`src/rtl/core/tis_pkg.sv`:
```
// ----------------------------------------------------------------------------
// Thread interactivity score - shared definitions
// Field widths, scoring constants and the transaction layouts used by the
// serial accumulator, the decay units, the score divider and the top level.
// ----------------------------------------------------------------------------
`default_nettype none

package tis_pkg;

  // Table geometry
  localparam int THREAD_SLOTS = 64;
  localparam int SLOT_W       = 6;

  // Time fields and history limit
  localparam int TIME_W      = 32;
  localparam int LIMIT_W     = 30;
  localparam logic [LIMIT_W-1:0] LIMIT_RESET = 30'd5000000;

  // Stored averages stay below twice the limit, hence one bit over the limit
  localparam int AVG_W   = LIMIT_W + 1;
  localparam int SUM_W   = TIME_W + 1;   // average plus elapsed time
  localparam int TOTAL_W = SUM_W + 1;    // run sum plus sleep sum

  // Decay by 4/5: multiply by 4 is a shift, divide by 5 is a serial divider
  localparam int DECAY_DIV   = 5;
  localparam int DECAY_SHIFT = 2;
  localparam int DECAY_REM_W = $clog2(DECAY_DIV);
  localparam int DECAY_STEPS = AVG_W + DECAY_SHIFT;

  // Scoring
  localparam int MAX_SCORE   = 100;
  localparam int HALF_SCORE  = MAX_SCORE / 2;
  localparam int SCORE_W     = 7;
  localparam int QUO_W       = $clog2(HALF_SCORE + 1);
  localparam int PROD_W      = AVG_W + QUO_W;
  localparam int SCORE_SUM_W = QUO_W + 1;

  // Stream layouts, padded to whole bytes
  localparam int IN_FIELDS_W  = SLOT_W + 2 * TIME_W;
  localparam int IN_DATA_W    = ((IN_FIELDS_W + 7) / 8) * 8;
  localparam int OUT_FIELDS_W = SCORE_W + 2 * AVG_W;
  localparam int OUT_DATA_W   = ((OUT_FIELDS_W + 7) / 8) * 8;
  localparam int OUT_PAD_W    = OUT_DATA_W - OUT_FIELDS_W;

  // Accumulator result handed to the sequencer
  typedef struct packed {
    logic [SUM_W-1:0] run_sum;
    logic [SUM_W-1:0] sleep_sum;
    logic             over_limit;
    logic             over_twice;
  } acc_result_t;

endpackage

`default_nettype wire

```
`src/rtl/core/tis_score_div.sv`:
```
// ----------------------------------------------------------------------------
// Interactivity score divider
// Shift-subtract divider, one quotient bit a cycle, then offset and clamp.
// ----------------------------------------------------------------------------
`default_nettype none

module tis_score_div (
  input  logic                        clk,
  input  logic                        rst_n,
  input  logic                        start,
  input  logic [tis_pkg::AVG_W-1:0]   run_avg,
  input  logic [tis_pkg::AVG_W-1:0]   sleep_avg,
  output logic                        done,
  output logic [tis_pkg::SCORE_W-1:0] score
);

  import tis_pkg::*;

  localparam int CNT_W = $clog2(QUO_W + 1);

  logic               busy_r;
  logic               done_r;
  logic [CNT_W-1:0]   cnt_r;
  logic [PROD_W-1:0]  rem_r;
  logic [PROD_W-1:0]  den_sh_r;
  logic [QUO_W-1:0]   quo_r;
  logic               add_r;
  logic               zero_r;

  logic               sleep_gt;
  logic [AVG_W-1:0]   num;
  logic [AVG_W-1:0]   den;
  logic [PROD_W-1:0]  prod;
  logic               fits;
  logic [SCORE_SUM_W-1:0] sum;
  logic [SCORE_SUM_W-1:0] clamped;

  always_comb begin
    sleep_gt = (sleep_avg > run_avg);
    num      = sleep_gt ? run_avg : sleep_avg;
    den      = sleep_gt ? sleep_avg : run_avg;
    prod     = PROD_W'(num) * PROD_W'(HALF_SCORE);
    fits     = (rem_r >= den_sh_r);
    sum      = SCORE_SUM_W'(quo_r) + (add_r ? SCORE_SUM_W'(HALF_SCORE) : '0);
    clamped  = (sum > SCORE_SUM_W'(MAX_SCORE)) ? SCORE_SUM_W'(MAX_SCORE) : sum;
  end

  always_ff @(posedge clk) begin
    if (!rst_n) begin
      busy_r <= 1'b0;
      done_r <= 1'b0;
      cnt_r  <= '0;
    end else begin
      done_r <= 1'b0;
      if (start) begin
        busy_r <= 1'b1;
        cnt_r  <= '0;
      end else if (busy_r) begin
        cnt_r <= cnt_r + CNT_W'(1);
        if (cnt_r == CNT_W'(QUO_W - 1)) begin
          busy_r <= 1'b0;
          done_r <= 1'b1;
        end
      end
    end
  end

  // quotient is at most half the score, so QUO_W steps cover it
  always_ff @(posedge clk) begin
    if (start) begin
      rem_r    <= prod;
      den_sh_r <= PROD_W'(den) << (QUO_W - 1);
      quo_r    <= '0;
      add_r    <= ~sleep_gt;
      zero_r   <= ~sleep_gt && (run_avg == '0);
    end else if (busy_r) begin
      if (fits) begin
        rem_r <= rem_r - den_sh_r;
      end
      den_sh_r <= den_sh_r >> 1;
      quo_r    <= QUO_W'({quo_r, fits});
    end
  end

  assign done  = done_r;
  // both averages zero: no division, report half the maximum
  assign score = zero_r ? SCORE_W'(HALF_SCORE) : SCORE_W'(clamped);

endmodule

`default_nettype wire

```
`config.mk`:
```
export PLATFORM = sky130hd
export DESIGN_NAME = tis_score_div
export DESIGN_NICKNAME = d
export VERILOG_FILES = /design/src/rtl/core/tis_pkg.sv /design/src/rtl/core/tis_score_div.sv
export SDC_FILE = /design/constraint.sdc
export NUM_CORES = 1
export LEC_CHECK = 0
export BUFFER_PORTS_ARGS = -buffer_cell sky130_fd_sc_hd__buf_2
export CORE_MARGIN = 4
export CORE_UTILIZATION = 50
export DETAILED_ROUTE_END_ITERATION = 10
export PLACE_DENSITY = 0.78
export REMOVE_ABC_BUFFERS = 1
export SLEW_MARGIN = 20
export SYNTH_ARGS = -nofsm -noshare
export SYNTH_HDL_FRONTEND = slang
export SYNTH_SLANG_ARGS = --single-unit
```
`constraint.sdc`:
```
create_clock -name clk -period 14.9 [get_ports clk]
set_input_delay 4.47 -clock clk [delete_from_list [all_inputs] [get_ports clk]]
set_output_delay 4.47 -clock clk [all_outputs]
set_load 0.005 [all_outputs]
```
Word-level counts from Yosys, hierarchy flattened

Index checks and enable logic that the tools add are counted.
W data, S select, Z words.

Logic and storage cells: 43
Register bits after elaboration: 86

Mux-type cells: 14
Multiply operators: 1
Reduce and logical (&&, ||, !) cells: 8
Bitwise operators: 3
Add/sub/neg operators: 3
Magnitude comparators: 3
Equal/unequal tests: 1

Operators by type and width:

| kind                    | number |
|---|---|
| $mux W37                | 3 |
| $mux W36                | 2 |
| $mux W31                | 2 |
| $ge A37 B36 Y1          | 1 |
| $sub A37 B36 Y37        | 1 |
| $mul A31 B5 Y36 const B | 1 |
| $gt A31 B31 Y1          | 1 |
| $logic_not A31 Y1       | 1 |
| $mux W7                 | 2 |
| $add A6 B6 Y7           | 1 |
| $gt A7 B7 Y1 const B    | 1 |
| $mux W6                 | 1 |
| $mux W1                 | 4 |
| $reduce_and A2 Y1       | 2 |
| $reduce_bool A2 Y1      | 2 |
| $add A3 B1 Y3 const B   | 1 |
| $eq A3 B3 Y1 const B    | 1 |
| $not A1 Y1              | 3 |
| $reduce_or A3 Y1        | 1 |
| $reduce_or A2 Y1        | 1 |
| $logic_and A1 B1 Y1     | 1 |

Logic depth before layout (Yosys ltp)

Depth after elaboration: 5
Depth in mapped cells: 30

Least setup slack after synthesis

Ideal clock, no wire load.

Path type: input to register
Start point: input port run_avg[20] (netlist name)
End point: register rem_r[35] (data pin)
Cell stages on the path: 28
Buffers on the path: 3
Path slack: 4,804 ps
Arrival: 9,828 ps
Cells stage by stage: inv_1 -> ha_1 -> a21o_1 -> a21oi_1 -> nor2b_1 -> o21ai_0 -> o211ai_1 -> a221oi_1 -> a22o_1 -> buf_2 -> buf_2 -> clkbuf_1 -> o21ai_0 -> ha_1 -> ha_1 -> inv_1 -> fa_1 -> inv_1 -> ha_1 -> a2111o_1 -> o211ai_2 -> o211ai_1 -> a41oi_2 -> o21ai_1 -> a221oi_2 -> o31a_1 -> xnor2_1 -> o22ai_1

Cells in the longest elaborated chain, start to end: 4

RTL lines:

| element                | line                | text |
|---|---|---|
| start: declaration     | tis_score_div.sv:11 | `input logic [tis_pkg::AVG_W-1:0] run_avg,` |
| $gt A31 B31 Y1         | tis_score_div.sv:39 | `sleep_gt = (sleep_avg > run_avg);` |
| $mux W31 *             | tis_score_div.sv:40 | `num = sleep_gt ? run_avg : sleep_avg;` |
| $mul A31 B5 Y36 *      | tis_score_div.sv:42 | `prod = PROD_W'(num) * PROD_W'(HALF_SCORE);` |
| $mux W37 *             | tis_score_div.sv:70 | `if (start) begin` |
| end signal: assignment | tis_score_div.sv:71 | `rem_r <= prod;` |
| end signal: assignment | tis_score_div.sv:78 | `rem_r <= rem_r - den_sh_r;` |
| end: declaration       | tis_score_div.sv:24 | `logic [PROD_W-1:0] rem_r;` |

Mark *: on every way between the ends. The rest lies on a longest branch, timed or not.
A chain may end at the register's enable or synchronous reset.

Worst setup path after layout

Start point: input port run_avg[16] (netlist name)
End point: register rem_r[36] (data pin)

The elaborated chain is that of the path after synthesis.

==> results.cfg <==
[setup_path]
critPathCaptureType = flop
r2r_slack_ns = 10.91
crit_top_cell = ha_1
worstSetupStartpointType = input port
crit_arrival_ns = 11.76
reg2reg_from = rem_r[1]$_DFFE_PP_
worstPathRequired_ns = 14.97
crit_slowest_cell = a221oi_1
slowest_delay_ns = 0.78
crit_start = run_avg[16]
path_class = input port to flop
crit_path_max_fanout = 70

[logic_synthesis]
ys_seq_area_share_pct = 23.1
syn_area_um2 = 10500
yosys_warnings = 0
synth_top_family_by_area = adder cells
synth-edff-count = 69
synth_adder_area_share_pct = 25.3
syn_inst = 1236
synthMuxAreaShare_pct = 4.37
ys_seq_elements = 86
ys.flop_type = edfxtp_1
ys_types = 67
postSynthAreaPerCell_um2 = 8.46
synth_xor_xnor_area_share_pct = 5.70
synth-async-reset-ratio_pct = 0
yosys.area_share.simple_pct = 11.3
synth_compound_area_share_pct = 21.5

[drt]
dr_wl_met3_mm = 1.34
drtAntennaViolNets = 0
dr_total_vias = 8969
drc = 0
drtIter0Drc = 624
wl_per_cell_um = 16.3
met1Wirelength_mm = 11.4
routed.top_layer = met4
vias_per_cell = 5.74
met2_length_mm = 11.9
wirelength_mm = 25.5
drt-pass1-iter-count = 5

[sta]
period_needed_ns = 11.69
max_freq_mhz = 85.5
hold_viol = 0
post-route-period-util_pct = 78.5
worst_pin_slew_ns = 0.976
slew_headroom_pct = 34.4
finalSetupTns_ns = 0
skew_ns = 0.00962
rsz0062_at_grt = no
setup_violations = 0
slew_viol_final = 0

[finish]
area_growth_pct = 8.49
final_common_cell = inv_1
final_core_utilization_pct = 55.5
layout.nets = 1549
layout_common_cells = 198 x inv_1, 171 x ha_1, 102 x o21ai_0
nFillCells = 1885
post_route_cells_drive_above_1_share_pct = 8.51
n_antenna_cell = 0
finalInstanceArea_um2 = 11300

[clock_network]
cts_inserted_buffers = 9
root_buffer = clkbuf_16
cts_resized = 0
hold_buffers = 0
cts.sinks = 86
clkTransAtPathRegs_ns = 0.06
cts_buffer_depth = 2
clk_latency_ns = 0.34
htree_levels = 3
cts_setup_buffers = 0
cts_tree = built

[hold_path]
hold_class = flop to flop
min-delay-start = cnt_r[2]$_SDFFE_PP0P_

[grt]
grt_pass1_vias = 8803
track_usage_pct = 21.6
grt_max_degree = 71
grt_antenna_before_repair = 0
grt_overflow = 0
grt_pass1_wl_mm = 42.3

[run_status]
status = finished, final reports clean

[floorplan]
start_util_pct = 51.2
ioPinCount = 73
core_region_area_um2 = 20400
rows = 52
die_w_um = 153
die_height_um = 153
dieArea_um2 = 23300

[placed_design]
placed_area_um2 = 11000
numPortBuffers = 72
dpl.hpwl_mm = 20.4
gp_congestion = 0.879

[pwr]
p_leak_uw = 0.00563
power.density_nw_per_um2 = 174
irDropWorstVdd_mv = 0.0712
power_uw = 1970

[job]
cap_violations = 0
[power breakdown]
group	total (µW)	leakage (µW)	internal (µW)	switching [µW]
logic	1370	0.00463	568	799
clock network	231	0.000144	140	91.0
registers	376	0.000855	351	25.1
total	1970	0.00563	1060	916
[registers in the layout (all words and copies together), names as in the netlist]
| name | flops |
|---|---|
| zero_r | 1 |
| add_r | 1 |
| quo_r | 6 |
| done | 1 |
| den_sh_r | 36 |
| cnt_r | 3 |
| busy_r | 1 |
| rem_r | 37 |
[stage by stage]
step | worst slack (ns) | hold WS, ns | std cells
3_3_place_gp | 3.00 | 0.477 | 1547
2_1_floorplan | 2.72 | 0.463 | 1199
6_report | 3.21 | 0.490 | 1563
5_1_grt | 2.81 | 0.505 | 1563
4_1_cts | 3.17 | 0.489 | 1563
3_5_place_dp | 2.84 | 0.478 | 1547
[synthesized netlist by cell type, types with 12 or more instances]
cell | instances | share of area (%)
inv_1 | 198 | 7.1
nor2_1 | 54 | 1.9
xor2_1 | 38 | 3.2
ha_1 | 171 | 20
o31ai_1 | 13 | 0.93
xnor2_1 | 30 | 2.5
fa_1 | 25 | 4.8
clkbuf_1 | 23 | 0.83
mux2i_1 | 40 | 3.8
nand2b_1 | 13 | 0.78
a21oi_1 | 64 | 3.1
edfxtp_1 | 69 | 20
nand3_1 | 28 | 1.3
o22ai_1 | 20 | 1.2
a21o_1 | 55 | 3.9
nand4_1 | 14 | 0.84
a211oi_1 | 12 | 0.86
o21ai_0 | 102 | 4.9
dfxtp_1 | 17 | 3.3
nand2_1 | 97 | 3.5
[worst paths after layout]
kind | depth (start not counted) | end
max reg2reg | 11 | rem_r[3]$_DFFE_PP_
min reg2reg | 2 | done$_SDFF_PP0_
min | 2 | done$_SDFF_PP0_
max | 26 | rem_r[36]$_DFFE_PP_
[routing by layer]
layer / GRT usage [%] / up-vias
li1: - / 4471
met1: 29.0 / 4183
met2: 36.4 / 265
met3: 2.41 / 50
met4: 7.55 / 0
met5: 0 / -
[kinds of logic (layout without fill, tap and decap cells)]
family,Yosys count,after routing
simple gates,257,257
flops,86,86
buf+inv,236,293
xor+xnor,68,68
mux,45,45
fa+ha+maj,196,196
compound gates,348,348
[critical path, delay by kind of cell]
family | cells | cell delay, ns
xor gates and xnor gates | 2 | 0.35
muxes | 1 | 0.42
adders and majority gates | 5 | 1.48
AOI/OAI and AO/OA | 13 | 3.85
and+or+nand+nor | 2 | 0.30
buffers and inverters | 3 | 0.85
[final cells by class]
| cell class | instances | area, µm² | share of cell area, % |
|---|---|---|---|
| inverters | 199 | 747 | 6.59 |
| clock buffers | 15 | 268 | 2.36 |
| well taps | 270 | 338 | 2.98 |
| repair buffers | 78 | 405 | 3.57 |
| clock inverters | 1 | 30.0 | 0.265 |
| multi-input cells | 914 | 7140 | 63.0 |
| flip-flops and latches | 86 | 2410 | 21.3 |
Note: power is estimated with default switching activity, not from simulation.
