## src/rtl/core/tis_pkg.sv

```systemverilog
// ----------------------------------------------------------------------------
// Thread interactivity score - shared definitions
// Field widths, scoring constants and the transaction layouts used by the
// serial accumulator, the decay units, the score divider and the top level.
// ----------------------------------------------------------------------------
`default_nettype none

package tis_pkg;

  // Table geometry
  localparam int THREAD_SLOTS = 64;
  localparam int SLOT_W       = 6;

  // Time fields and history limit
  localparam int TIME_W      = 32;
  localparam int LIMIT_W     = 30;
  localparam logic [LIMIT_W-1:0] LIMIT_RESET = 30'd5000000;

  // Stored averages stay below twice the limit, hence one bit over the limit
  localparam int AVG_W   = LIMIT_W + 1;
  localparam int SUM_W   = TIME_W + 1;   // average plus elapsed time
  localparam int TOTAL_W = SUM_W + 1;    // run sum plus sleep sum

  // Decay by 4/5: multiply by 4 is a shift, divide by 5 is a serial divider
  localparam int DECAY_DIV   = 5;
  localparam int DECAY_SHIFT = 2;
  localparam int DECAY_REM_W = $clog2(DECAY_DIV);
  localparam int DECAY_STEPS = AVG_W + DECAY_SHIFT;

  // Scoring
  localparam int MAX_SCORE   = 100;
  localparam int HALF_SCORE  = MAX_SCORE / 2;
  localparam int SCORE_W     = 7;
  localparam int QUO_W       = $clog2(HALF_SCORE + 1);
  localparam int PROD_W      = AVG_W + QUO_W;
  localparam int SCORE_SUM_W = QUO_W + 1;

  // Stream layouts, padded to whole bytes
  localparam int IN_FIELDS_W  = SLOT_W + 2 * TIME_W;
  localparam int IN_DATA_W    = ((IN_FIELDS_W + 7) / 8) * 8;
  localparam int OUT_FIELDS_W = SCORE_W + 2 * AVG_W;
  localparam int OUT_DATA_W   = ((OUT_FIELDS_W + 7) / 8) * 8;
  localparam int OUT_PAD_W    = OUT_DATA_W - OUT_FIELDS_W;

  // Accumulator result handed to the sequencer
  typedef struct packed {
    logic [SUM_W-1:0] run_sum;
    logic [SUM_W-1:0] sleep_sum;
    logic             over_limit;
    logic             over_twice;
  } acc_result_t;

endpackage

`default_nettype wire

```

## src/rtl/core/tis_serial_acc.sv

```systemverilog
// ----------------------------------------------------------------------------
// Bit-serial accumulator and limit comparator
// Adds elapsed times to both averages LSB first, forms their total and
// compares it against the limit and twice the limit, one bit per cycle.
// ----------------------------------------------------------------------------
`default_nettype none

module tis_serial_acc (
  input  logic                         clk,
  input  logic                         rst_n,
  input  logic                         start,
  input  logic [tis_pkg::AVG_W-1:0]    run_base,
  input  logic [tis_pkg::AVG_W-1:0]    sleep_base,
  input  logic [tis_pkg::TIME_W-1:0]   ran_us,
  input  logic [tis_pkg::TIME_W-1:0]   slept_us,
  input  logic [tis_pkg::LIMIT_W-1:0]  limit,
  output logic                         done,
  output tis_pkg::acc_result_t         result
);

  import tis_pkg::*;

  localparam int CNT_W = $clog2(TOTAL_W);

  logic             busy_r;
  logic             done_r;
  logic [CNT_W-1:0] cnt_r;

  logic [AVG_W-1:0]   run_a_r;
  logic [AVG_W-1:0]   sleep_a_r;
  logic [TIME_W-1:0]  run_b_r;
  logic [TIME_W-1:0]  sleep_b_r;
  logic [LIMIT_W-1:0] lim_r;
  logic               lim_prev_r;
  logic               c_run_r;
  logic               c_sleep_r;
  logic               c_tot_r;
  logic               gt1_r;
  logic               gt2_r;
  logic [SUM_W-1:0]   run_sum_r;
  logic [SUM_W-1:0]   sleep_sum_r;

  logic s_run, s_sleep, s_tot;
  logic c_run_nxt, c_sleep_nxt, c_tot_nxt;
  logic gt1_nxt, gt2_nxt;

  always_comb begin
    s_run       = run_a_r[0] ^ run_b_r[0] ^ c_run_r;
    c_run_nxt   = (run_a_r[0] & run_b_r[0]) | (c_run_r & (run_a_r[0] ^ run_b_r[0]));
    s_sleep     = sleep_a_r[0] ^ sleep_b_r[0] ^ c_sleep_r;
    c_sleep_nxt = (sleep_a_r[0] & sleep_b_r[0]) |
                  (c_sleep_r & (sleep_a_r[0] ^ sleep_b_r[0]));
    s_tot       = s_run ^ s_sleep ^ c_tot_r;
    c_tot_nxt   = (s_run & s_sleep) | (c_tot_r & (s_run ^ s_sleep));
    // LSB-first magnitude compare: a higher differing bit overrides
    gt1_nxt     = (s_tot & ~lim_r[0]) | (~(s_tot ^ lim_r[0]) & gt1_r);
    gt2_nxt     = (s_tot & ~lim_prev_r) | (~(s_tot ^ lim_prev_r) & gt2_r);
  end

  always_ff @(posedge clk) begin
    if (!rst_n) begin
      busy_r <= 1'b0;
      done_r <= 1'b0;
      cnt_r  <= '0;
    end else begin
      done_r <= 1'b0;
      if (start) begin
        busy_r <= 1'b1;
        cnt_r  <= '0;
      end else if (busy_r) begin
        cnt_r <= cnt_r + CNT_W'(1);
        if (cnt_r == CNT_W'(TOTAL_W - 1)) begin
          busy_r <= 1'b0;
          done_r <= 1'b1;
        end
      end
    end
  end

  always_ff @(posedge clk) begin
    if (start) begin
      run_a_r    <= run_base;
      sleep_a_r  <= sleep_base;
      run_b_r    <= ran_us;
      sleep_b_r  <= slept_us;
      lim_r      <= limit;
      lim_prev_r <= 1'b0;
      c_run_r    <= 1'b0;
      c_sleep_r  <= 1'b0;
      c_tot_r    <= 1'b0;
      gt1_r      <= 1'b0;
      gt2_r      <= 1'b0;
    end else if (busy_r) begin
      run_a_r    <= {1'b0, run_a_r[AVG_W-1:1]};
      sleep_a_r  <= {1'b0, sleep_a_r[AVG_W-1:1]};
      run_b_r    <= {1'b0, run_b_r[TIME_W-1:1]};
      sleep_b_r  <= {1'b0, sleep_b_r[TIME_W-1:1]};
      lim_r      <= {1'b0, lim_r[LIMIT_W-1:1]};
      lim_prev_r <= lim_r[0];
      c_run_r    <= c_run_nxt;
      c_sleep_r  <= c_sleep_nxt;
      c_tot_r    <= c_tot_nxt;
      gt1_r      <= gt1_nxt;
      gt2_r      <= gt2_nxt;
      // the sums are one bit narrower than the total: hold on the last bit
      if (cnt_r != CNT_W'(SUM_W)) begin
        run_sum_r   <= {s_run, run_sum_r[SUM_W-1:1]};
        sleep_sum_r <= {s_sleep, sleep_sum_r[SUM_W-1:1]};
      end
    end
  end

  assign done              = done_r;
  assign result.run_sum    = run_sum_r;
  assign result.sleep_sum  = sleep_sum_r;
  assign result.over_limit = gt1_r;
  assign result.over_twice = gt2_r;

endmodule

`default_nettype wire

```

## config.mk

```make
export PLATFORM = sky130hd
export DESIGN_NAME = tis_serial_acc
export DESIGN_NICKNAME = d
export VERILOG_FILES = /design/src/rtl/core/tis_pkg.sv /design/src/rtl/core/tis_serial_acc.sv
export SDC_FILE = /design/constraint.sdc
export NUM_CORES = 1
export LEC_CHECK = 0
export BUFFER_PORTS_ARGS = -buffer_cell sky130_fd_sc_hd__buf_4
export CAP_MARGIN = 25
export CORE_MARGIN = 1
export CORE_UTILIZATION = 48
export CTS_CLUSTER_DIAMETER = 120
export DETAILED_ROUTE_END_ITERATION = 6
export GPL_ROUTABILITY_DRIVEN = 1
export GPL_TIMING_DRIVEN = 1
export PLACE_DENSITY = 0.82
export SYNTH_ARGS = -nofsm -noshare
export SYNTH_HDL_FRONTEND = slang
export SYNTH_SLANG_ARGS = --single-unit
```

## constraint.sdc

```tcl
create_clock -name clk -period 6.9 [get_ports clk]
set_input_delay 1.725 -clock clk [delete_from_list [all_inputs] [get_ports clk]]
set_output_delay 1.725 -clock clk [all_outputs]
set_load 0.01 [all_outputs]
```

**Yosys cells after proc, flatten, opt, wreduce, memory -nomap -nowiden**

Cells that the tools add are included.

- Flip-flop bits (word level): 236
- Bits of input ports: 159
- Output and inout port bits: 69

- Equal/unequal tests: 2
- Add/sub/neg operators: 1
- Muxes and demuxes: 14
- Reductions and logical operators: 4
- Bitwise logic cells: 30

Operators with widths:

| kind | count |
|---|---|
| 32-bit 2-to-1 mux | 4 |
| 31-bit 2-to-1 mux | 4 |
| 30-bit 2-to-1 mux | 2 |
| 1-bit AND | 10 |
| 1-bit bitwise XOR | 8 |
| 1-bit NOT | 7 |
| 6-bit by 1-bit adder with 6-bit output, second input constant | 1 |
| 6-bit == test, second input constant | 1 |
| 6-bit != test, second input constant | 1 |
| 1-bit bitwise OR | 5 |
| 1-bit 2-to-1 mux | 4 |
| 3-bit AND reduction | 1 |
| 3-bit OR reduction | 1 |
| 2-bit nonzero test | 1 |
| 2-bit OR reduction | 1 |

**Depth between registers and ports, before layout**

- Depth in word-level cells: 8
- Mapped depth: 7
- Mapped depth without buffers: 7

**Worst setup path after synthesis**

OpenSTA, ideal clock, no wires.

- Path type: input port to flip-flop
- Start point: input start
- End point: register run_sum_r[0], enable pin
- Setup slack: -0.258 ns
- Stages: 3
- Setup time: 0.572 ns
- Arrival: 6.586 ns
- Required time: 6.328 ns
- Path through: buf_2 > buf_2 > nor3_1

- Cells in the longest elaborated chain, start to end: 2

RTL lines:

| item | line | text |
|---|---|---|
| start: declaration | tis_serial_acc.sv:11 | `input logic start,` |
| 1-bit NOT (no source line) | - |  |
| 3-bit AND reduction (no source line) | - |  |
| end signal: assignment | tis_serial_acc.sv:107 | `run_sum_r <= {s_run, run_sum_r[SUM_W-1:1]};` |
| end: declaration | tis_serial_acc.sv:40 | `logic [SUM_W-1:0] run_sum_r;` |

No other way between the ends.
A chain may end at the register's enable or synchronous reset.

**Worst setup path in the final report**

- Start point: input start
- End point: register sleep_b_r[11], enable pin

- Cells in the longest elaborated chain, start to end: 1

RTL lines:

| item | line | text |
|---|---|---|
| 2-bit nonzero test (no source line) | - |  |
| end signal: assignment | tis_serial_acc.sv:85 | `sleep_b_r <= slept_us;` |
| end signal: assignment | tis_serial_acc.sv:97 | `sleep_b_r <= {1'b0, sleep_b_r[TIME_W-1:1]};` |
| end: declaration | tis_serial_acc.sv:32 | `logic [TIME_W-1:0] sleep_b_r;` |

No other way between the ends.

==> results.md <==
- # clock sinks: 236
- Die area: 19,700 um2
- Final Wtd Congestion: 0.773
- Slew Viols, Final: 0
- GR Util met1: 0.220
- Max Cap Violations: 0
- Clk Latency, worst-skew pair: 0.52 ns
- # fillers: 1,350
- CP Class: primary input to register
- Syn_area_per_cell: 19.6 um2
- Setup WS post-layout: 3.28 ns
- Initial Util: 0.491
- CP endpoint kind: register
- Residual DRC: 0
- Synth Cell Area: 9210 um2
- WL/cell: 18.7 um
- Post-cts resize count: 0
- Core ar.: 18,800 um2
- Global-route wire length before repair: 27,900 um
- Relative slew slack: 0.351
- Die Wd: 140 um
- Cts bufs inserted: 25
- Fmax: 276 MHz
- H-tree depth: 1
- Crit path DAT: 3.78 ns
- Synth Register Bits: 236
- Via-to-Cell Ratio: 5.13
- Die Span Y: 140 um
- Place WS: 2.72 ns
- Post-detailed-route count of antenna-violating nets: 0
- CTS Hold Bufs: 0
- Synth Instances: 470
- Iter 0 DRT Violations: 288
- Router iterations before antenna repair: 4
- Vias in the first global route: 5,316
- Nets: 871
- RSZ-0062 raised after global routing: false
- Top Ports: 228
- Syn. warnings: 0
- Status: finished clean
- Worst slew pin tran: 0.973 ns
- Hold Fails Final Rpt: 0
- Total Routed Length: 17,900 um
- Seq/Total Area, Yosys: 0.755
- Distinct cells, synth: 24
- Req. time, crit path: 7.06 ns
- Clock buffer depth: 3
- Dpl hpwl: 11,800 um
- IO Port Bufs: 227
- Net Count, Synth: 636
- Leak: 4.57 nW
- Clk slew on worst S/H paths: 0.06 ns
- Number of core rows: 50
- Final setup TNS: 0 ns
- Crit path max fanout: 94
- Remaining Overflow, GRT: 0
- Gr usage total: 0.183
- Setup Viol. Count Final: 0
- CTS tree: built
- Met2 Use GR: 0.318
- Layout cells sized above 1: 0.580
- Highest ir drop seen on vdd: 0.170 mV
- Period minus WS final: 3.62 ns
- Crit share post-route: 0.524
- Nature of the critical path startpoint: primary input
- Root Driver: clkbuf_16
- Layout area overhead: 28.7%
- Hold WC Path Type: register to register
- Ant diodes: 0
- Initial antenna violation count: 0
- Met3 GRT Util: 0.0571
- Largest net degree at the start of global routing: 95
- Most used routing layer: met2
- Clk_skew: 0.0175 ns
- Post-CTS Setup Bufs: 0
- P per Cell Area: 279 nW/um2
- Total vias in the final route: 4,906
[sequential cells by signal, summed over array words and instances (netlist names), 6 cells and up]
register     flops
run_a_r         31
lim_r           30
sleep_a_r       31
sleep_sum_r     33
sleep_b_r       32
run_sum_r       33
run_b_r         32
cnt_r            6
[stage by stage]
stage	util	instances	cell area, um2	power [mW]	hold slack [ns]
finish	0.631	957	11800	3.31	0.451
global route	0.631	957	11800	3.44	0.470
CTS	0.631	957	11800	3.35	0.452
detailed placement	0.592	912	11100	2.12	0.438
global placement	0.592	912	11100	2.10	0.432
floorplan	-	470	9210	1.98	0.450
[area by class of cell]
type / instances / area (um2) / share of cell area
Clock buffer: 35 / 683 / 0.0577
Multi-Input combinational cell: 204 / 2090 / 0.177
Tap cell: 234 / 293 / 0.0247
Inverter: 8 / 30.0 / 0.00253
Clock inverter: 10 / 57.6 / 0.00486
Timing Repair Buffer: 230 / 1740 / 0.147
Sequential cell: 236 / 6950 / 0.586
[critical path: stages]
cell and delay, ns:
buf_6 0.57, or2_4 0.89, buf_12 0.47
[synth_stat cells (all sizes together)]
library cell  number  area share
a211oi             2      0.0016
a21oi              3      0.0016
and2               6      0.0041
and4b              1      0.0011
buf               22       0.016
dfxtp             14       0.030
edfxtp           222        0.72
fa                 3      0.0065
ha                 4      0.0054
inv                8      0.0033
mux2             151        0.18
mux2i              3      0.0033
nand2              6      0.0024
nand2b             1     0.00068
nand4              2      0.0020
nor2              11      0.0045
nor3               1     0.00054
o21ai              4      0.0022
or2                1     0.00068
or3                1     0.00068
xnor2              1     0.00095
xor2               3      0.0029
[power by group]
group	leakage (nW)	internal [mW]	switching, mW	total, mW
logic	1.90	0.180	0.129	0.309
clock network	0.363	0.691	0.524	1.21
registers	2.31	1.73	0.0487	1.78
[cell families (layout without fill, tap and decap cells)]
group	Yosys count	count (layout)	share of synthesized area
adder cells (fa/ha/maj)	7	7	0.0120
AO/OA/AOI/OAI	9	9	0.00544
buffers and inverters	30	283	0.0196
XOR/XNOR	4	4	0.00381
multiplexers	154	154	0.188
AND/OR/NAND/NOR	30	30	0.0167
flip-flops	236	236	0.755
[path summary, 6_finish.rpt]
kind,to,cells after the start,slack (ns),startpoint
worst max-delay path,sleep_b_r[11],3,3.28,start
worst min-delay path,run_sum_r[12],0,0.45,run_sum_r[13]
worst max register to register,sleep_b_r[11],2,4.41,busy_r
worst min register to register,run_sum_r[12],0,0.45,run_sum_r[13]
[per-layer routing]
metal / up-vias / wire length (um) / share of wire
met5: - / 0 / 0
met4: 0 / 441 / 0.025
met3: 38 / 1530 / 0.086
met2: 185 / 9000 / 0.50
met1: 2400 / 6910 / 0.39
li1: 2283 / - / -
[placed cells by master (no fill, tap or decap), types with 4 or more instances in the layout]
master / instances
inv_1: 8
ha_1: 4
clkinv_2: 5
clkbuf_1: 8
dfxtp_1: 14
nand2_1: 6
clkbuf_16: 25
edfxtp_1: 222
mux2_2: 151
buf_4: 228
o21ai_0: 4
nor2_1: 11
and2_1: 6
No activity file was read; power rests on OpenSTA's default activity.
