===== config.mk =====
export PLATFORM = sky130hd
export DESIGN_NAME = tis_ram
export DESIGN_NICKNAME = d
export VERILOG_FILES = /design/src/rtl/core/tis_ram.sv
export SDC_FILE = /design/constraint.sdc
export NUM_CORES = 1
export LEC_CHECK = 0
export BUFFER_PORTS_ARGS = -buffer_cell sky130_fd_sc_hd__buf_4
export CAP_MARGIN = 15
export CORE_ASPECT_RATIO = 0.5
export CORE_MARGIN = 1
export CORE_UTILIZATION = 40
export DETAILED_ROUTE_END_ITERATION = 16
export GPL_TIMING_DRIVEN = 0
export PLACE_DENSITY_LB_ADDON = 0.3
export REMOVE_ABC_BUFFERS = 1
export SYNTH_ARGS = -nofsm -noshare
export SYNTH_HDL_FRONTEND = slang
export SYNTH_SLANG_ARGS = --single-unit

===== constraint.sdc =====
create_clock -name clk -period 2.5 [get_ports clk]
set_clock_uncertainty 0.15 [all_clocks]
set_input_delay 0.5 -clock clk [delete_from_list [all_inputs] [get_ports clk]]
set_output_delay 0.5 -clock clk [all_outputs]
set_load 0.03 [all_outputs]

===== src/rtl/core/tis_ram.sv =====
// ----------------------------------------------------------------------------
// Generic single-port-write, single-port-read RAM
// One write and one registered read per cycle.
// ----------------------------------------------------------------------------
`default_nettype none

module tis_ram #(
  parameter int WIDTH = 8,
  parameter int DEPTH = 16
) (
  input  logic                     clk,
  input  logic                     wr_en,
  input  logic [$clog2(DEPTH)-1:0] wr_addr,
  input  logic [WIDTH-1:0]         wr_data,
  input  logic                     rd_en,
  input  logic [$clog2(DEPTH)-1:0] rd_addr,
  output logic [WIDTH-1:0]         rd_data
);

  logic [WIDTH-1:0] mem_r [DEPTH];

  always_ff @(posedge clk) begin
    if (wr_en) begin
      mem_r[wr_addr] <= wr_data;
    end
    if (rd_en) begin
      rd_data <= mem_r[rd_addr];
    end
  end

endmodule

`default_nettype wire


Word level (Yosys, flattened, before mapping)
Memory sizes are Yosys's and may differ from the RTL's. A register that Yosys moved wholly into a read port is not among the register bits.
Index checks and enable logic that the tools add are counted.
{ "classes": {"magnitude_cmp": 0, "n_mux": 2, "add_sub_neg": 0, "eq_ne": 0, "reduce_logical": 0, "shift": 0, "div_mod_pow": 0, "bitwise_logic": 0, "mul": 0} }
{ "ops": {"columns": ["operator", "n"], "rows": [
  ["2-to-1 mux 1 bit", 2]
]} }
{ "word_totals": {"out_inout_bits": 8, "mem_bits_ro": 0, "ff_bits": 0, "mem_bits_rw": 128, "n_memories": 1, "latchBits": 0} }
{ "mem_list": {"columns": ["name", "depth", "word_bits", "read_ports", "rd_ports_with_merged_regs", "wr", "line", "rtl"], "rows": [
  ["mem_r", 16, 8, 1, 1, 1, "20", "logic [WIDTH-1:0] mem_r [DEPTH];"]
]} }

Depth between registers and ports, before layout
Gate-level depths: netlist of the first run.
{ "logic_depth": {"depth_word": 2, "depth_mapped": 5} }

Worst setup path after synthesis of the first run
Ideal clock, no wire load.
{ "synth_path": {"kind": "input to register", "from": "input wr_addr[2]", "to": "memory mem_r[0][0] (enable)", "setup_slack_ns": 0.357, "t_arrival_ns": 1.610, "setup_ns": 0.383, "path_stages": 2, "t_required_ns": 1.967, "n_path_buf": 0, "cell_sequence": "or3b_2 -> nor3_1"} }
{ "synth_rtl": {"columns": ["item", "line", "rtl"], "rows": [
  ["start, declared", "13", "input logic [$clog2(DEPTH)-1:0] wr_addr,"],
  ["end, declared", "20", null]
]} }
Straight into the memory's write port.

==> metrics.md, run 1 <==
| Metric | Value |
|---|---|
| Outcome | `completed` |
| RSZ-0062 raised after global routing | `no` |
| CTS Sinks | `136` |
| Post-synth top cells | `edfxtp_1, mux4_2, a22oi_1` |
| Routed vias/inst | `5.30` |
| CORE AREA | `12700 sq um` |
| Syn_area_per_cell | `22.8 sq um` |
| DRT iter0 DRCs | `270` |
| Startpoint types | `input pin` |
| Hold_buf cts | `0` |
| Die height | `82.8 microns` |
| FF-to-FF setup slack | `0.70 ns` |
| Final wirelength | `9.67 mm` |
| Pre-CTS setup slack | `-0.0653 ns` |
| Top cell type's share of synthesized area | `78.1%` |
| Critical path type | `input pin to flop` |
| Largest family of logic cells by synthesized area | `multiplexers` |
| PwrDens | `819 nW/um^2` |
| Critical Path, Cell by Cell | `buf_4 > mux4_1 > a22oi_1 > nand2_1` |
| Setup TNS | `0 ns` |
| CTS Buffer Depth | `2` |
| Nets | `about 290` |
| Hold path start | `rd_en` |
| Top Ports | `27` |
| CP Buf/Inv Count | `1` |
| Max-cap violation count | `0` |
| Placed cells | `roughly 420` |
| Vias | `2370` |
| Slew @ Worst Pin | `0.972 ns` |
| Tcrit/Tclk final | `between 80% and 90%` |
| CP delay by family, top | `multiplexers` |
| Overall power | `0.00498 W` |
| DRC | `0` |
| Dpl hpwl | `~6 mm` |
| DR pass1 iterations | `4` |
| Yosys warns | `0` |
| XOR/XNOR Fraction of Synth Area | `0%` |
| Placer Congestion | `between 0.7 and 0.8` |
| Die ar. | `13600 sq um` |
| Diode count | `0` |
| Area Growth Syn to Fin | `16.2%` |
| Initial core utilization | `41.2%` |
| Vias in the first global route | `2484` |
| Worst skew pair latency | `0.41 ns` |
| Worst hold endpoint | `rd_data[5]$_DFFE_PP_` |
| IO buf count | `26` |
| #FFs+latches synth | `136` |
| Post-synth ARST share | `0%` |
| Final Hold Vio Count | `0` |
| Setup violators final | `0` |
| FP Rows | `29` |
| Final antenna-violating net count | `0` |
| Arrival time worst endpoint | `2.13 ns` |
| Count leader, synth | `edfxtp_1` |
| Post-synthesis simple-gate area fraction | `~3.1%` |
| Clk slew on worst S/H paths | `~0.050 ns` |
| FF-to-FF Start | `mem_r[1][0]$_DFFE_PP_` |
| Share of layout cells above drive strength 1 | `24.9%` |
| H-Tree Level Count | `4` |
| Non-Filler Instances | `447` |
| Num CTS Buffers | `17` |
| Synth Area in Adders | `0%` |
| First-pass GRT wire length | `14.8 mm` |
| CTS tree | `done` |
| RR Endpoint | `rd_data[0]$_DFFE_PP_` |
| Slew headroom | `between 30% and 40%` |
| Initial antenna violation count | `0` |
| Slowest CP cell | `mux4_1` |
| Routed WL per cell | `21.6 microns` |
| Post-synth cell types | `18` |
| Crit-path max FO | `32` |
| Seq/Total Area, Yosys | `78.1%` |
| Post-synth EDFFs | `136` |
| Setup bufs post-CTS | `0` |
| Minimum clock period | `2.15 ns` |
| Crit-path max cell delay | `0.64 ns` |
| Worst EP required | `2.48 ns` |
| Stages on worst setup path | `4` |
| Post-synthesis compound-gate area fraction | `2.30%` |
| Synth Instances | `229` |
| Reg2Reg Depth | `3` |
| Syn Std Cell Area | `5230 sq um` |
| Resize count post-CTS | `0` |
| Overflow after GRT | `0` |
| Die W | `164 microns` |
| Worst hold path cell count | `1` |
| Crit end category | `flop` |
| Worst VDD drop | `0.000487 V` |
| Worst hold path class | `input pin to flop` |
| Mux cell area share after synthesis | `14.8%` |
| All-Layer GR Usage | `about 16%` |
| Main synth FF type | `edfxtp_1` |
| P_leak | `between 1.5 and 2 nW` |
| Smallest setup slack after layout | `0.354 ns` |
| Synth area leader | `edfxtp_1` |
| FMAX | `466 MHz` |
| Root buf cell | `clkbuf_16` |
| Largest net degree at the start of global routing | `33` |
| Slew Limit Fails | `0` |
| Synth top area cells | `edfxtp_1, mux4_2, mux4_1` |
-- flip-flops by register name, summed over array words and instances (netlist names) --
signal,flops
mem_r,128
rd_data,8
-- logic make-up after synthesis --
kind of cell           Yosys count
DFF                            136
and+or+nand+nor                 35
muxes                           32
AOI/OAI and AO/OA               16
buffers and inverters           10
-- placed cells by master (no fill, tap or decap) --
cell       instances
edfxtp_1         136
buf_4             30
mux4_2            18
clkbuf_16         17
a22oi_1           16
mux4_1            14
nor2_1            13
nand2_1            9
clkinv_1           6
nor3_1             4
nand3b_1           2
nand2b_1           2
clkinv_2           2
clkbuf_1           2
nor2b_1            1
and2_1             1
and2b_1            1
nand3_1            1
or3b_2             1
bufinv_16          1
-- metal layers --
layer | routed length (microns) | share of wire (%) | global-route usage [%]
met5 | 0 | 0 | 0
met4 | 155 | 1.6 | 7.15
met3 | 691 | 7.1 | 5.14
met2 | 4410 | 46 | 23.0
met1 | 4400 | 46 | 21.7
-- worst max-delay path by stage --
stage / from / to
after floorplan: wr_addr[2] / mem_r[0][0]$_DFFE_PP_
after global placement: wr_addr[2] / mem_r[0][3]$_DFFE_PP_
after detailed placement: rd_addr[0] / rd_data[3]$_DFFE_PP_
after CTS: rd_addr[0] / rd_data[3]$_DFFE_PP_
after global routing: rd_addr[0] / rd_data[5]$_DFFE_PP_
final: rd_addr[0] / rd_data[0]$_DFFE_PP_
-- area by class of cell --
type | instances | area [sq um]
Tap cell | 170 | 213
Timing Repair Buffer | 30 | 225
Sequential cell | 136 | 4080
Clock inverter | 9 | 62.6
Clock buffer | 19 | 433
Fill cell | 1007 | 6630
Multi-Input combinational cell | 83 | 1060
-- report_power, final --
group          switching (W)  internal [W]
logic               0.000154      0.000104
clock network       0.000819       0.00132
registers          0.0000119       0.00257
total               0.000984       0.00399
-- per-stage QoR --
stage | cell area (sq um) | util, % | hold slack (ns)
after global routing | 6070 | 47.8 | 0.218
after CTS | 6070 | 47.8 | 0.204
after detailed placement | 5580 | 43.9 | 0.576
after floorplan | 5140 | - | 0.449
after global placement | 5550 | 43.7 | 0.582
final | 6070 | 47.8 | 0.221
(Power assumes the default switching activity.)
==> inputs of run 2 (changes only) <==
- ABC_AREA: unset -> 1
- CAP_MARGIN: 15 -> 25
==> metrics.md, run 2 <==
| Metric | Value |
|---|---|
| Critical path type | `input pin to flop (unchanged)` |
| CP Buf/Inv Count | `3 (was 1)` |
| Most Used Layer, Global Route | `met2 (unchanged)` |
| Initial core utilization | `42.1% (was 41.2%)` |
| Worst hold path cell count | `1 (unchanged)` |
| Post-synth ARST share | `0% (unchanged)` |
| Reg2Reg Depth | `6 (was 3)` |
| Resize count post-CTS | `0 (unchanged)` |
| Vias in the first global route | `3514 (was 2484)` |
| Vias | `3697 (was 2370)` |
| FP Rows | `30 (was 29)` |
| Dpl hpwl | `7.09 mm (was 6.03 mm)` |
| Startpoint types | `input pin (unchanged)` |
| Crit-path max cell delay | `0.56 ns (was 0.64 ns)` |
| Setup TNS | `0 ns (unchanged)` |
| Most frequent cells in the layout | `nand2_1, edfxtp_1, inv_1 (was edfxtp_1, buf_4, mux4_2)` |
| CTS Buffer Depth | `2 (unchanged)` |
| FF-to-FF setup slack | `1.09 ns (was 0.70 ns)` |
| Tcrit/Tclk final | `95.4% (was 85.9%)` |
| Seq/Total Area, Yosys | `69.8% (was 78.1%)` |
| Area Growth Syn to Fin | `14.3% (was 16.2%)` |
| Post-synth cell types | `11 (was 18)` |
| Met3 usage | `4.45% (was 5.14%)` |
| RR Endpoint | `rd_data[2]$_DFFE_PP_ (was rd_data[0]$_DFFE_PP_)` |
| PwrDens | `783 nW/um^2 (was 819 nW/um^2)` |
| Count leader, synth | `nand2_1 (was edfxtp_1)` |
| Root buf cell | `clkbuf_16 (unchanged)` |
| Clk slew on worst S/H paths | `0.05 ns (about the same)` |
| Commonest non-fill, non-tap cell in the layout | `nand2_1 (was edfxtp_1)` |
| Met1 Use GR | `21.4% (was 21.7%)` |
| CP delay by family, top | `buffers and inverters (was multiplexers)` |
| Slowest CP cell | `buf_4 (was mux4_1)` |
| Critical Path, Cell by Cell | `buf_4 > inv_2 > buf_12 > nand2_1 > nand2_1 > nand2_1 > nand3_1 > nand3_1 > nand2_1 (was buf_4 > mux4_1 > a22oi_1 > nand2_1)` |
| First-pass GRT wire length | `19.2 mm (was 14.8 mm)` |
| Hold path start | `rd_en (unchanged)` |
| Worst EP required | `2.50 ns (was 2.48 ns)` |
| Diode count | `0 (unchanged)` |
| CORE AREA | `13900 sq um (was 12700 sq um)` |
| Worst skew pair latency | `0.42 ns (was 0.41 ns)` |
| Slew @ Worst Pin | `1.05 ns (was 0.972 ns)` |
| Initial antenna violation count | `0 (unchanged)` |
| Nets | `592 (was 287)` |
| Largest regs | `mem_r (128), rd_data (8) (unchanged)` |
| FF-to-FF Start | `mem_r[9][2]$_DFFE_PP_ (was mem_r[1][0]$_DFFE_PP_)` |
| Hold_buf cts | `0 (unchanged)` |
| GR Layer Usage met2 | `31.2% (was 23.0%)` |
| CTS tree | `done (unchanged)` |
| Non-Filler Instances | `778 (was 447)` |
| Most flops, register | `mem_r (unchanged)` |
| Hold WS | `0.233 ns (was 0.221 ns)` |
| Placer Congestion | `0.760 (about the same)` |
| Slew Limit Fails | `0 (unchanged)` |
| DR pass1 iterations | `5 (was 4)` |
| All-Layer GR Usage | `17.8% (was 15.8%)` |
| Die W | `173 microns (was 164 microns)` |
| Overflow after GRT | `0 (unchanged)` |
| DRT iter0 DRCs | `227 (was 270)` |
| Crit end category | `flop (unchanged)` |
| Crit-path most repeated cell | `nand2_1` |
| Setup bufs post-CTS | `0 (unchanged)` |
| Final Hold Vio Count | `0 (unchanged)` |
| Arrival time worst endpoint | `2.38 ns (was 2.13 ns)` |
| Setup crit start | `rd_addr[0] (unchanged)` |
| Largest net degree at the start of global routing | `66 (was 33)` |
| Post-synth EDFFs | `136 (unchanged)` |
| Share of layout cells above drive strength 1 | `9.04% (was 24.9%)` |
| Routed WL per cell | `16.2 microns (was 21.6 microns)` |
| Routed vias/inst | `4.75 (was 5.30)` |
| Main synth FF type | `edfxtp_1 (unchanged)` |
| P_leak | `2.82 nW (was 2.00 nW)` |
| Yosys warns | `0 (unchanged)` |
| Max-cap violation count | `0 (unchanged)` |
| Die height | `87.5 microns (was 82.8 microns)` |
| H-Tree Level Count | `4 (unchanged)` |
| Synth top area cells | `edfxtp_1, nand2_1, nand3_1 (was edfxtp_1, mux4_2, mux4_1)` |
| #FFs+latches synth | `136 (unchanged)` |
| IO buf count | `26 (unchanged)` |
| Synth Instances | `551 (was 229)` |
| Worst hold path class | `input pin to flop (unchanged)` |
| Syn Std Cell Area | `5850 sq um (was 5230 sq um)` |
| Placed cells | `746 (was 419)` |
| Final antenna-violating net count | `0 (unchanged)` |
| DRC | `0 (unchanged)` |
| Crit-path max FO | `65 (was 32)` |
| Worst hold endpoint | `rd_data[5]$_DFFE_PP_ (unchanged)` |
| Syn_area_per_cell | `10.6 sq um (was 22.8 sq um)` |
| Num CTS Buffers | `17 (unchanged)` |
| RSZ-0062 raised after global routing | `no (unchanged)` |
| Die ar. | `15100 sq um (was 13600 sq um)` |
| Slew headroom | `29.6% (was 34.9%)` |
| Final wirelength | `12.6 mm (was 9.67 mm)` |
| Worst VDD drop | `0.000535 V (was 0.000487 V)` |
| Top cell type's share of synthesized area | `69.8% (was 78.1%)` |
| Setup violators final | `0 (unchanged)` |
| FMAX | `419 MHz (was 466 MHz)` |
| Synth area leader | `edfxtp_1 (unchanged)` |
| Outcome | `completed (unchanged)` |
| Post-synth top cells | `nand2_1, edfxtp_1, inv_1 (was edfxtp_1, mux4_2, a22oi_1)` |
| Max reg flops | `128 (unchanged)` |
| Minimum clock period | `2.38 ns (was 2.15 ns)` |
| CTS Sinks | `136 (unchanged)` |
| Top Ports | `27 (unchanged)` |
## run 2: layer usage
layer | vias up | part of all wire [%]
met2 | 77 | 49
met5 | - | 0
met1 | 1767 | 45
met3 | 21 | 4.8
li1 | 1832 | -
met4 | 0 | 1.7
## run 2: how the worst max path moves through the flow
stage,end,slack (ns),cells past startpoint
2_1_floorplan,rd_data[2]$_DFFE_PP_,0.73,6
3_3_place_gp,rd_data[4]$_DFFE_PP_,-0.37,8
3_5_place_dp,rd_data[2]$_DFFE_PP_,-0.28,9
4_1_cts,rd_data[2]$_DFFE_PP_,0.16,9
5_1_grt,rd_data[2]$_DFFE_PP_,0.001,9
6_report,rd_data[2]$_DFFE_PP_,0.12,9
## run 2: area by class of cell
type	instances	area, sq um
Sequential cell	136	4080
Timing Repair Buffer	27	215
Inverter	102	383
Fill cell	1232	7210
Clock inverter	12	109
Clock buffer	20	437
Multi-Input combinational cell	289	1210
Tap cell	192	240
## run 2: worst register-to-register path, delay by kind of cell, from the launching register on
family / cells / cell delay (ns)
DFF: 1 / 0.35
and+or+nand+nor: 5 / 0.58
buffers and inverters: 1 / 0.06
## run 2: kinds of logic after synthesis
| logic type | count (synthesis) | share of synthesized area (%) |
|---|---|---|
| buffers and inverters | 126 | 9.39 |
| flip-flops | 136 | 69.8 |
| AND/OR/NAND/NOR | 289 | 20.8 |
## run 2: per-stage QoR
stage | util, % | cell area (sq um) | setup WS, ns | total power (W)
after floorplan | - | 5680 | 0.729 | 0.00279
after global placement | 44.0 | 6120 | -0.368 | 0.00295
after detailed placement | 44.2 | 6140 | -0.281 | 0.00296
after CTS | 48.1 | 6680 | 0.162 | 0.00525
after global routing | 48.1 | 6680 | 0.00102 | 0.00537
final | 48.1 | 6680 | 0.116 | 0.00523
## run 2: report_power, final
group | leakage (nW) | internal, W | switching (W)
Combinational | 1.33 | 0.0000942 | 0.000234
Clock | 0.261 | 0.00144 | 0.000883
Sequential | 1.24 | 0.00257 | 0.0000123
